File: src/sv/nds_pkg.sv
// ============================================================================
// nds_pkg: shared types and constants for the nth difference sum unit
// Register map, field widths, row-builder status and the coefficient width
// function used to size the signed binomial row.
// ============================================================================
package nds_pkg;

    // Default sizing
    localparam int NDS_MAX_ORDER   = 15;
    localparam int NDS_SAMPLE_BITS = 16;

    // Fixed field widths
    localparam int ORDER_W = 4;
    localparam int TOTAL_W = 48;

    // Configuration port
    localparam int PADDR_W = 3;
    localparam int PDATA_W = 32;
    localparam logic [0:0]         REG_IDX_ORDER = 1'b0;
    localparam logic [ORDER_W-1:0] ORDER_RESET   = 4'd1;

    // Status of the coefficient row builder
    typedef struct packed {
        logic busy;
        logic done;
    } t_row_stat;

    // Signed width that holds every coefficient of rows 0..max_order
    function automatic int f_coef_bits(input int max_order);
        longint pas [0:31];
        longint peak;
        int     bits;
        int     r;
        int     k;
        for (k = 0; k < 32; k++) begin
            pas[k] = 0;
        end
        pas[0] = 1;
        peak   = 1;
        for (r = 1; r <= max_order; r++) begin
            for (k = r; k >= 1; k--) begin
                pas[k] = pas[k] + pas[k-1];
                if (pas[k] > peak) begin
                    peak = pas[k];
                end
            end
        end
        bits = 2;
        while ((longint'(1) << (bits - 1)) <= peak) begin
            bits++;
        end
        return bits;
    endfunction

endpackage

File: src/sv/nds_in_if.sv
// ============================================================================
// nds_in_if: sample channel
// Valid/ready channel carrying one signed sample and its end-of-sequence flag.
// ============================================================================
interface nds_in_if
    import nds_pkg::*;
#(
    parameter int SAMPLE_BITS = NDS_SAMPLE_BITS
) ();
    logic                          valid;
    logic                          ready;
    logic signed [SAMPLE_BITS-1:0] sample;
    logic                          last;

    modport source (output valid, output sample, output last, input ready);
    modport sink   (input valid, input sample, input last, output ready);
endinterface

File: src/sv/nds_out_if.sv
// ============================================================================
// nds_out_if: result channel
// Valid/ready channel carrying the sequence total and its done marker.
// ============================================================================
interface nds_out_if
    import nds_pkg::*;
();
    logic                      valid;
    logic                      ready;
    logic signed [TOTAL_W-1:0] total;
    logic                      done_res;

    modport source (output valid, output total, output done_res, input ready);
    modport sink   (input valid, input total, input done_res, output ready);
endinterface

File: src/sv/nth_difference_sum_unit.sv
// ============================================================================
// nth_difference_sum_unit: sum of a sequence after n differencing rounds
// Window, shared multiply-accumulate sequencer, output register and APB port.
// ============================================================================
// The unit takes one signed sample per transfer and sums the order-th forward
// difference (newest minus oldest sign convention) of every full window of
// order+1 samples; the sample flagged last returns the 48-bit wrapped total
// and starts a fresh sequence. Order is written over APB at address 0 and is
// latched at the first sample of each sequence. With n the latched order, a
// sample whose window is full passes accept, shift, a step of the one shared
// multiplier for each of the n+1 coefficients, drain and finish; a sample
// that only fills the window passes accept, shift and finish. The first sample
// of a sequence also builds the coefficient row on the single subtractor of the
// row builder. The next sample is taken only once the current one is done;
// a finished total waits in the output register without blocking input,
// except when another total is ready before the first is taken.
module nth_difference_sum_unit
    import nds_pkg::*;
#(
    parameter int MAX_ORDER   = NDS_MAX_ORDER,
    parameter int SAMPLE_BITS = NDS_SAMPLE_BITS
) (
    input  logic                i_clk,
    input  logic                i_rst_n,
    nds_in_if.sink              i_in,
    nds_out_if.source           o_out,
    input  logic                psel,
    input  logic                penable,
    input  logic                pwrite,
    input  logic [PADDR_W-1:0]  paddr,
    input  logic [PDATA_W-1:0]  pwdata,
    output logic [PDATA_W-1:0]  prdata,
    output logic                pready
);
    localparam int DEPTH  = MAX_ORDER + 1;
    localparam int ORD_W  = $clog2(DEPTH);
    localparam int SEEN_W = $clog2(DEPTH + 1);
    localparam int COEF_W = f_coef_bits(MAX_ORDER);
    localparam int PROD_W = COEF_W + SAMPLE_BITS;

    typedef enum logic [2:0] {
        ST_IDLE,
        ST_BUILD,
        ST_SHIFT,
        ST_MAC,
        ST_DRAIN,
        ST_FIN
    } t_state;

    t_state                        r_state;
    logic [ORDER_W-1:0]            r_order;
    logic [ORD_W-1:0]              r_active;
    logic [SEEN_W-1:0]             r_seen;
    logic [ORD_W-1:0]              r_k;
    logic signed [SAMPLE_BITS-1:0] r_sample;
    logic                          r_last;
    logic signed [SAMPLE_BITS-1:0] r_window [DEPTH];
    logic signed [PROD_W-1:0]      r_prod;
    logic                          r_pvalid;
    logic signed [TOTAL_W-1:0]     r_acc;
    logic signed [TOTAL_W-1:0]     r_total;
    logic                          r_out_valid;

    logic                          w_accept;
    logic                          w_row_start;
    logic [ORD_W-1:0]              w_order_sat;
    logic signed [COEF_W-1:0]      w_coef;
    t_row_stat                     w_row_stat;
    logic [SEEN_W-1:0]             w_full_cnt;
    logic [SEEN_W-1:0]             n_seen;
    logic                          w_out_free;
    logic                          w_cfg_wr;
    logic signed [SAMPLE_BITS-1:0] w_upper [DEPTH];

    // Configuration port
    assign pready   = 1'b1;
    assign w_cfg_wr = psel && penable && pwrite && pready;
    assign prdata   = (paddr[PADDR_W-1:2] == REG_IDX_ORDER) ? PDATA_W'(r_order) : '0;

    always_ff @(posedge i_clk) begin
        if (!i_rst_n) begin
            r_order <= ORDER_RESET;
        end else if (w_cfg_wr && (paddr[PADDR_W-1:2] == REG_IDX_ORDER)) begin
            r_order <= pwdata[ORDER_W-1:0];
        end
    end

    // Handshake and sequence-start decode
    assign i_in.ready  = (r_state == ST_IDLE);
    assign w_accept    = i_in.valid && i_in.ready;
    assign w_row_start = w_accept && (r_seen == '0);
    assign w_order_sat = (int'(r_order) > MAX_ORDER) ? ORD_W'(MAX_ORDER)
                                                     : ORD_W'(r_order);

    // Window fill count, saturating at order+1
    assign w_full_cnt = SEEN_W'(r_active) + 1'b1;
    assign n_seen     = (r_seen == w_full_cnt) ? r_seen : r_seen + 1'b1;
    assign w_out_free = !r_out_valid || o_out.ready;

    // Upper neighbor of each window tap
    for (genvar g = 0; g < DEPTH; g++) begin : g_upper
        if (g == DEPTH - 1) begin : g_top
            assign w_upper[g] = '0;
        end else begin : g_mid
            assign w_upper[g] = r_window[g+1];
        end
    end

    // Coefficient row
    nds_row #(
        .MAX_ORDER (MAX_ORDER),
        .COEF_W    (COEF_W)
    ) u_row (
        .i_clk    (i_clk),
        .i_rst_n  (i_rst_n),
        .i_start  (w_row_start),
        .i_order  (w_order_sat),
        .i_rd_idx (r_k),
        .o_coef   (w_coef),
        .o_stat   (w_row_stat)
    );

    // Sequencer, window, shared MAC and output register
    always_ff @(posedge i_clk) begin
        if (!i_rst_n) begin
            r_state     <= ST_IDLE;
            r_active    <= '0;
            r_seen      <= '0;
            r_k         <= '0;
            r_last      <= 1'b0;
            r_pvalid    <= 1'b0;
            r_acc       <= '0;
            r_out_valid <= 1'b0;
            for (int i = 0; i < DEPTH; i++) begin
                r_window[i] <= '0;
            end
        end else begin
            // Load a finished total, else drop a taken result
            if (r_state == ST_FIN && r_last && w_out_free) begin
                r_out_valid <= 1'b1;
            end else if (r_out_valid && o_out.ready) begin
                r_out_valid <= 1'b0;
            end
            // Add the product of the previous step
            if (r_pvalid) begin
                r_acc <= r_acc + TOTAL_W'(r_prod);
            end
            r_pvalid <= (r_state == ST_MAC);

            unique case (r_state)
                ST_IDLE: begin
                    if (w_accept) begin
                        r_sample <= i_in.sample;
                        r_last   <= i_in.last;
                        if (r_seen == '0) begin
                            r_active <= w_order_sat;
                            r_state  <= ST_BUILD;
                        end else begin
                            r_state <= ST_SHIFT;
                        end
                    end
                end
                ST_BUILD: begin
                    if (w_row_stat.done) begin
                        r_state <= ST_SHIFT;
                    end
                end
                ST_SHIFT: begin
                    for (int i = 0; i < DEPTH; i++) begin
                        if (ORD_W'(i) < r_active) begin
                            r_window[i] <= w_upper[i];
                        end else if (ORD_W'(i) == r_active) begin
                            r_window[i] <= r_sample;
                        end
                    end
                    r_seen <= n_seen;
                    r_k    <= '0;
                    if (n_seen == w_full_cnt) begin
                        r_state <= ST_MAC;
                    end else begin
                        r_state <= ST_FIN;
                    end
                end
                ST_MAC: begin
                    r_prod <= w_coef * r_window[r_k];
                    if (r_k == r_active) begin
                        r_state <= ST_DRAIN;
                    end else begin
                        r_k <= r_k + 1'b1;
                    end
                end
                ST_DRAIN: begin
                    r_state <= ST_FIN;
                end
                ST_FIN: begin
                    if (!r_last) begin
                        r_state <= ST_IDLE;
                    end else if (w_out_free) begin
                        // Hand over the total and clear the sequence
                        r_total <= r_acc;
                        r_acc   <= '0;
                        r_seen  <= '0;
                        for (int i = 0; i < DEPTH; i++) begin
                            r_window[i] <= '0;
                        end
                        r_state <= ST_IDLE;
                    end
                end
                default: begin
                    r_state <= ST_IDLE;
                end
            endcase
        end
    end

    assign o_out.valid    = r_out_valid;
    assign o_out.total    = r_total;
    assign o_out.done_res = 1'b1;

    // Checks
    a_clear_on_result: assert property (@(posedge i_clk) disable iff (!i_rst_n)
        (r_state == ST_FIN && r_last && w_out_free) |=> (r_acc == '0 && r_seen == '0))
        else $error("sequence state not cleared after a result");

    a_seen_bound: assert property (@(posedge i_clk) disable iff (!i_rst_n)
        r_seen <= w_full_cnt)
        else $error("fill count beyond order+1");

    a_mac_index: assert property (@(posedge i_clk) disable iff (!i_rst_n)
        (r_state == ST_MAC) |-> (r_k <= r_active))
        else $error("MAC index beyond active order");

    a_row_idle_on_accept: assert property (@(posedge i_clk) disable iff (!i_rst_n)
        w_accept |-> !w_row_stat.busy)
        else $error("sample taken while row is being built");

endmodule

File: src/sv/nds_row.sv
// ============================================================================
// nds_row: signed binomial row builder
// Builds the coefficients of (x - 1)^n by n rounds of c[k] = c[k-1] - c[k],
// one subtraction per cycle while the row rotates through a single slot.
// ============================================================================
module nds_row
    import nds_pkg::*;
#(
    parameter int MAX_ORDER = NDS_MAX_ORDER,
    parameter int COEF_W    = f_coef_bits(NDS_MAX_ORDER)
) (
    input  logic                                   i_clk,
    input  logic                                   i_rst_n,
    input  logic                                   i_start,
    input  logic [$clog2(MAX_ORDER+1)-1:0]         i_order,
    input  logic [$clog2(MAX_ORDER+1)-1:0]         i_rd_idx,
    output logic signed [COEF_W-1:0]               o_coef,
    output t_row_stat                              o_stat
);
    localparam int DEPTH = MAX_ORDER + 1;
    localparam int ORD_W = $clog2(DEPTH);

    logic signed [COEF_W-1:0] r_row [DEPTH];
    logic signed [COEF_W-1:0] r_prev;
    logic [ORD_W-1:0]         r_pos;
    logic [ORD_W-1:0]         r_round;
    logic [ORD_W-1:0]         r_order;
    logic                     r_busy;
    logic                     r_done;
    logic signed [COEF_W-1:0] w_new;

    // One shared subtractor: previous entry minus the entry at the head
    assign w_new = r_prev - r_row[0];

    always_ff @(posedge i_clk) begin
        if (!i_rst_n) begin
            r_busy  <= 1'b0;
            r_done  <= 1'b0;
            r_pos   <= '0;
            r_round <= '0;
            r_order <= '0;
            r_prev  <= '0;
            for (int i = 0; i < DEPTH; i++) begin
                r_row[i] <= '0;
            end
        end else begin
            if (i_start) begin
                // Seed with row zero
                for (int i = 0; i < DEPTH; i++) begin
                    r_row[i] <= (i == 0) ? COEF_W'(1) : '0;
                end
                r_order <= i_order;
                r_pos   <= '0;
                r_round <= ORD_W'(1);
                r_prev  <= '0;
                if (i_order == '0) begin
                    r_done <= 1'b1;
                end else begin
                    r_busy <= 1'b1;
                    r_done <= 1'b0;
                end
            end else if (r_busy) begin
                // Rotate: head leaves, new entry enters at the tail
                for (int i = 0; i < DEPTH - 1; i++) begin
                    r_row[i] <= r_row[i+1];
                end
                r_row[DEPTH-1] <= w_new;
                if (r_pos == ORD_W'(DEPTH - 1)) begin
                    r_pos  <= '0;
                    r_prev <= '0;
                    if (r_round == r_order) begin
                        r_busy <= 1'b0;
                        r_done <= 1'b1;
                    end else begin
                        r_round <= r_round + 1'b1;
                        r_done  <= 1'b0;
                    end
                end else begin
                    r_pos  <= r_pos + 1'b1;
                    r_prev <= r_row[0];
                    r_done <= 1'b0;
                end
            end else begin
                r_done <= 1'b0;
            end
        end
    end

    assign o_coef      = r_row[i_rd_idx];
    assign o_stat.busy = r_busy;
    assign o_stat.done = r_done;

endmodule
File: src/flat_wrapper.sv
// flat-port wrapper written by rule: the top's interface ports become plain ports
module nth_difference_sum_unit_flat import nds_pkg::*;
#(
    parameter int MAX_ORDER   = NDS_MAX_ORDER,
    parameter int SAMPLE_BITS = NDS_SAMPLE_BITS
)
  (i_clk, i_rst_n, psel, penable, pwrite, paddr, pwdata, prdata, pready, i_in_valid, i_in_sample, i_in_last, i_in_ready, o_out_valid, o_out_total, o_out_done_res, o_out_ready);
  nds_in_if #(.SAMPLE_BITS(SAMPLE_BITS)) i_in_i ();
  nds_out_if o_out_i ();
  input  logic i_clk;
  input  logic i_rst_n;
  input  logic psel;
  input  logic penable;
  input  logic pwrite;
  input  logic [PADDR_W-1:0] paddr;
  input  logic [PDATA_W-1:0] pwdata;
  output logic [PDATA_W-1:0] prdata;
  output logic pready;
  input wire logic [$bits(i_in_i.valid)-1:0] i_in_valid;
  input wire logic [$bits(i_in_i.sample)-1:0] i_in_sample;
  input wire logic [$bits(i_in_i.last)-1:0] i_in_last;
  output wire logic [$bits(i_in_i.ready)-1:0] i_in_ready;
  output wire logic [$bits(o_out_i.valid)-1:0] o_out_valid;
  output wire logic [$bits(o_out_i.total)-1:0] o_out_total;
  output wire logic [$bits(o_out_i.done_res)-1:0] o_out_done_res;
  input wire logic [$bits(o_out_i.ready)-1:0] o_out_ready;
  assign i_in_i.valid = i_in_valid;
  assign i_in_i.sample = i_in_sample;
  assign i_in_i.last = i_in_last;
  assign i_in_ready = i_in_i.ready;
  assign o_out_valid = o_out_i.valid;
  assign o_out_total = o_out_i.total;
  assign o_out_done_res = o_out_i.done_res;
  assign o_out_i.ready = o_out_ready;
  nth_difference_sum_unit #(.MAX_ORDER(MAX_ORDER), .SAMPLE_BITS(SAMPLE_BITS)) u_core (.i_clk(i_clk), .i_rst_n(i_rst_n), .i_in(i_in_i), .o_out(o_out_i), .psel(psel), .penable(penable), .pwrite(pwrite), .paddr(paddr), .pwdata(pwdata), .prdata(prdata), .pready(pready));
endmodule
File: config.mk
export PLATFORM = sky130hd
export DESIGN_NAME = nth_difference_sum_unit_flat
export DESIGN_NICKNAME = d
export VERILOG_FILES = /design/src/sv/nds_pkg.sv /design/src/sv/nds_in_if.sv /design/src/sv/nds_out_if.sv /design/src/sv/nth_difference_sum_unit.sv /design/src/sv/nds_row.sv /design/src/flat_wrapper.sv
export SDC_FILE = /design/constraint.sdc
export NUM_CORES = 2
export LEC_CHECK = 0
export ABC_AREA = 1
export BUFFER_PORTS_ARGS = -buffer_cell sky130_fd_sc_hd__buf_2
export CAP_MARGIN = 0
export CELL_PAD_IN_SITES_DETAIL_PLACEMENT = 1
export CELL_PAD_IN_SITES_GLOBAL_PLACEMENT = 1
export CORE_MARGIN = 1.5
export CORE_UTILIZATION = 45
export CTS_CLUSTER_DIAMETER = 100
export DETAILED_ROUTE_END_ITERATION = 6
export PLACE_DENSITY_LB_ADDON = 0.1
export SLEW_MARGIN = 40
export SYNTH_ARGS = -nofsm -noshare
export SYNTH_HDL_FRONTEND = slang
export SYNTH_SLANG_ARGS = --single-unit
File: constraint.sdc
create_clock -name i_clk -period 18.9 [get_ports i_clk]
set_input_delay 3.78 -clock i_clk [delete_from_list [all_inputs] [get_ports i_clk]]
set_output_delay 3.78 -clock i_clk [all_outputs]
set_load 0.02 [all_outputs]
==> impl_metrics.json <==
{
  "yosysUniqueCellTypes": 57,
  "num_rows": 113,
  "hp-class": "reg -> reg",
  "max_freq_mhz": 105,
  "vdd_drop_max_uv": 61.5,
  "grt_pass1_wl_um": 209000,
  "clk_pin_slew_ns": 0.06,
  "tritoncts": "yes",
  "finalSetupTns_ns": 0,
  "ys_seq_elements": 677,
  "drt_wl_total_um": 133000,
  "switching_share": 0.329,
  "wl_per_cell_um": 20.4,
  "synth.most_common_cell": "inv_1",
  "synth_ff_type": "edfxtp_1",
  "drc": 0,
  "critPathKind": "reg -> reg",
  "postSynthCellCount": 5256,
  "dpl.hpwl_um": 91300,
  "tightest_slew_ns": 0.881,
  "yosysTopAreaCell": "edfxtp_1",
  "core_um2": 95300,
  "rsz0062_at_grt": "no",
  "crit_fanout": 62,
  "htreeDepth": 3,
  "netSwitchingPower_mw": 1.48,
  "slowest_delay_ns": 0.78,
  "cp.required_ns": 19.27,
  "post-cts-setup-buffers": 0,
  "clock_sinks": 677,
  "clkLatencyLatePin_ns": 0.65,
  "pwr-share-seq": 0.416,
  "first_pass_iters": 5,
  "antenna_cells": 0,
  "finalSetupViolCount": 0,
  "skew_ns": 0.0245,
  "async_reset_ff_frac": 0,
  "p_leak_nw": 21.0,
  "die_x_um": 314,
  "hold_violations": 0,
  "grt_pass1_vias": 37100,
  "status": "finished clean",
  "routabilityCongestion": 0.880,
  "p_total_mw": 4.51,
  "final_max_slew_viol_count": 0,
  "cap_viol_max_count": 0,
  "die_y_um": 314,
  "die_area_um2": 98400,
  "vias": 36000,
  "ys_top_cells_by_area": "edfxtp_1 (30%), dfxtp_1 (11%), fa_1 (10%)",
  "area_growth_pct": 9.17,
  "ctsHoldBuffers": 0,
  "fin_crit_sh": 0.506,
  "critPathSlowestCell": "fa_1",
  "ctsResizeCount": 0,
  "synthTopCellsByCount": "inv_1 (942), nand2_1 (817), a21oi_1 (580), nor2_1 (490), o21ai_0 (445)",
  "dp.cells": 6389,
  "synth-edff-count": 432,
  "cts_buffers": 81,
  "cp_common_cell": "fa_1",
  "io_pins": 143,
  "power.density_nw_per_um2": 95.2,
  "grt_max_degree": 144,
  "layout_min_cycle_time_ns": 9.55,
  "synth_top_cell_area_share": 0.299,
  "antenna_found_initial": 4,
  "clock_power_share": 0.348,
  "fin_hold_ws_ns": 0.452,
  "p_int_mw": 3.03,
  "portBuffers": 82,
  "cts-root-buf": "clkbuf_16",
  "drive_gt1_frac": 0.0647,
  "routed_via_density": 5.51,
  "initial_utilization": 0.456,
  "syn_area_um2": 43400,
  "cp-end-kind": "register",
  "ys_seq_area_frac": 0.412,
  "cp-start-kind": "register",
  "clockBufferDepth": 3,
  "critPathArrivalTime_ns": 9.92,
  "final_net_count": 5626,
  "instances_no_fill": 6538,
  "syn_avg_cell_area_um2": 8.26,
  "grt_overflow_total": 0,
  "yosys_warnings": 0,
  "drt_iter0_drc": 2467,
  "drtAntennaViolNets": 0,
  "p_comb_frac": 0.236,
  "relSlewSlack": 0.411,
  "track_usage": 0.271
}
==> layer usage <==
layer,GRT usage,wire length [um],vias to the layer above
met3,0.0324,5420,200
met2,0.461,64400,709
met1,0.365,60200,18100
met5,0,0,-
li1,-,-,17000
met4,0.0729,3240,0
==> sequential cells by signal, summed over array words and instances (netlist names), named ones only <==
| signal | count |
|---|---|
| u_core.r_pvalid | 1 |
| u_core.u_row.r_done | 1 |
| u_core.r_last | 1 |
| u_core.u_row.r_prev | 14 |
| u_core.r_k | 4 |
| u_core.u_row.r_busy | 1 |
| u_core.r_active | 4 |
| u_core.r_window | 256 |
| u_core.r_seen | 5 |
| u_core.u_row.r_order | 4 |
| u_core.u_row.r_row | 224 |
| u_core.o_out.valid | 1 |
| u_core.r_prod | 30 |
| u_core.r_order | 4 |
| u_core.r_acc | 48 |
| u_core.u_row.r_round | 4 |
| u_core.o_out.total | 48 |
| u_core.r_sample | 16 |
| u_core.u_row.r_pos | 4 |
| u_core.r_state | 3 |
==> worst paths after layout <==
kind                                                  start                                to  slack [ns]  cells after the start
worst max register to register                     register       u_core.r_prod[29]$_DFFE_PP_        9.35                     27
worst min-delay path            u_core.r_acc[47]$_SDFF_PN0_  u_core.o_out.total[47]$_DFFE_PP_        0.45                      0
worst min register to register  u_core.r_acc[47]$_SDFF_PN0_  u_core.o_out.total[47]$_DFFE_PP_        0.45                      0
worst max-delay path                               register       u_core.r_prod[29]$_DFFE_PP_        9.35                     27
==> through the flow <==
step	cell area [um^2]	util	setup WS (ns)
after floorplan	43500	-	11.05
after global routing	47400	0.498	8.81
after detailed placement	44700	0.469	9.37
after global placement	44600	0.468	9.43
final	47400	0.498	9.35
after CTS	47400	0.497	9.33
==> cells by family (layout without fill, tap and decap cells) <==
group / after synthesis / count (layout) / share of synthesized area
buffers and inverters: 1270 / 1259 / 0.116
other: 2 / 30 / 0.000173
adders and majority gates: 360 / 360 / 0.142
muxes: 21 / 21 / 0.00484
DFF: 677 / 677 / 0.412
AOI/OAI and AO/OA: 1339 / 1339 / 0.170
xor gates and xnor gates: 65 / 65 / 0.0131
and+or+nand+nor: 1522 / 1522 / 0.142
==> power by group through the flow <==
stage               logic, mW  registers, mW  clock network [mW]
floorplan               0.769           1.87                   0
global placement         1.04           1.90                   0
detailed placement       1.07           1.91                   0
CTS                      1.08           1.88                1.60
global route             1.22           1.90                1.65
finish                   1.07           1.88                1.57
==> critical path, delay by kind of cell (launching register included) <==
| kind | cells | cell delay, ns |
|---|---|---|
| adder cells (fa/ha/maj) | 7 | 3.70 |
| XOR/XNOR | 1 | 0.19 |
| flip-flops | 1 | 0.67 |
| AO/OA/AOI/OAI | 4 | 0.59 |
| AND/OR/NAND/NOR | 9 | 1.87 |
| buffers and inverters | 6 | 2.07 |
==> area by class of cell <==
class                   instances  area [um^2]
repair buffers                142          918
well taps                    1265         1580
flip-flops and latches        677        17900
multi-input cells            3337        20700
clock inverters                36          279
fillers                     11500        47900
inverters                     968         3650
clock buffers                 113         2380
==> layout by cell type, fill, tap and decap left out, types with 75 or more instances in the layout <==
| cell type | Yosys | layout |
|---|---|---|
| o21ai_0 | 445 | 444 |
| buf_2 | 100 | 82 |
| clkbuf_16 | 0 | 87 |
| nand3_1 | 122 | 121 |
| a21oi_1 | 580 | 580 |
| fa_1 | 221 | 221 |
| nand2_1 | 817 | 807 |
| nor2_1 | 490 | 487 |
| o211ai_1 | 75 | 75 |
| ha_1 | 139 | 139 |
| inv_1 | 942 | 939 |
| edfxtp_1 | 432 | 432 |
| dfxtp_1 | 245 | 240 |
Power figures use the tool's default switching activity.
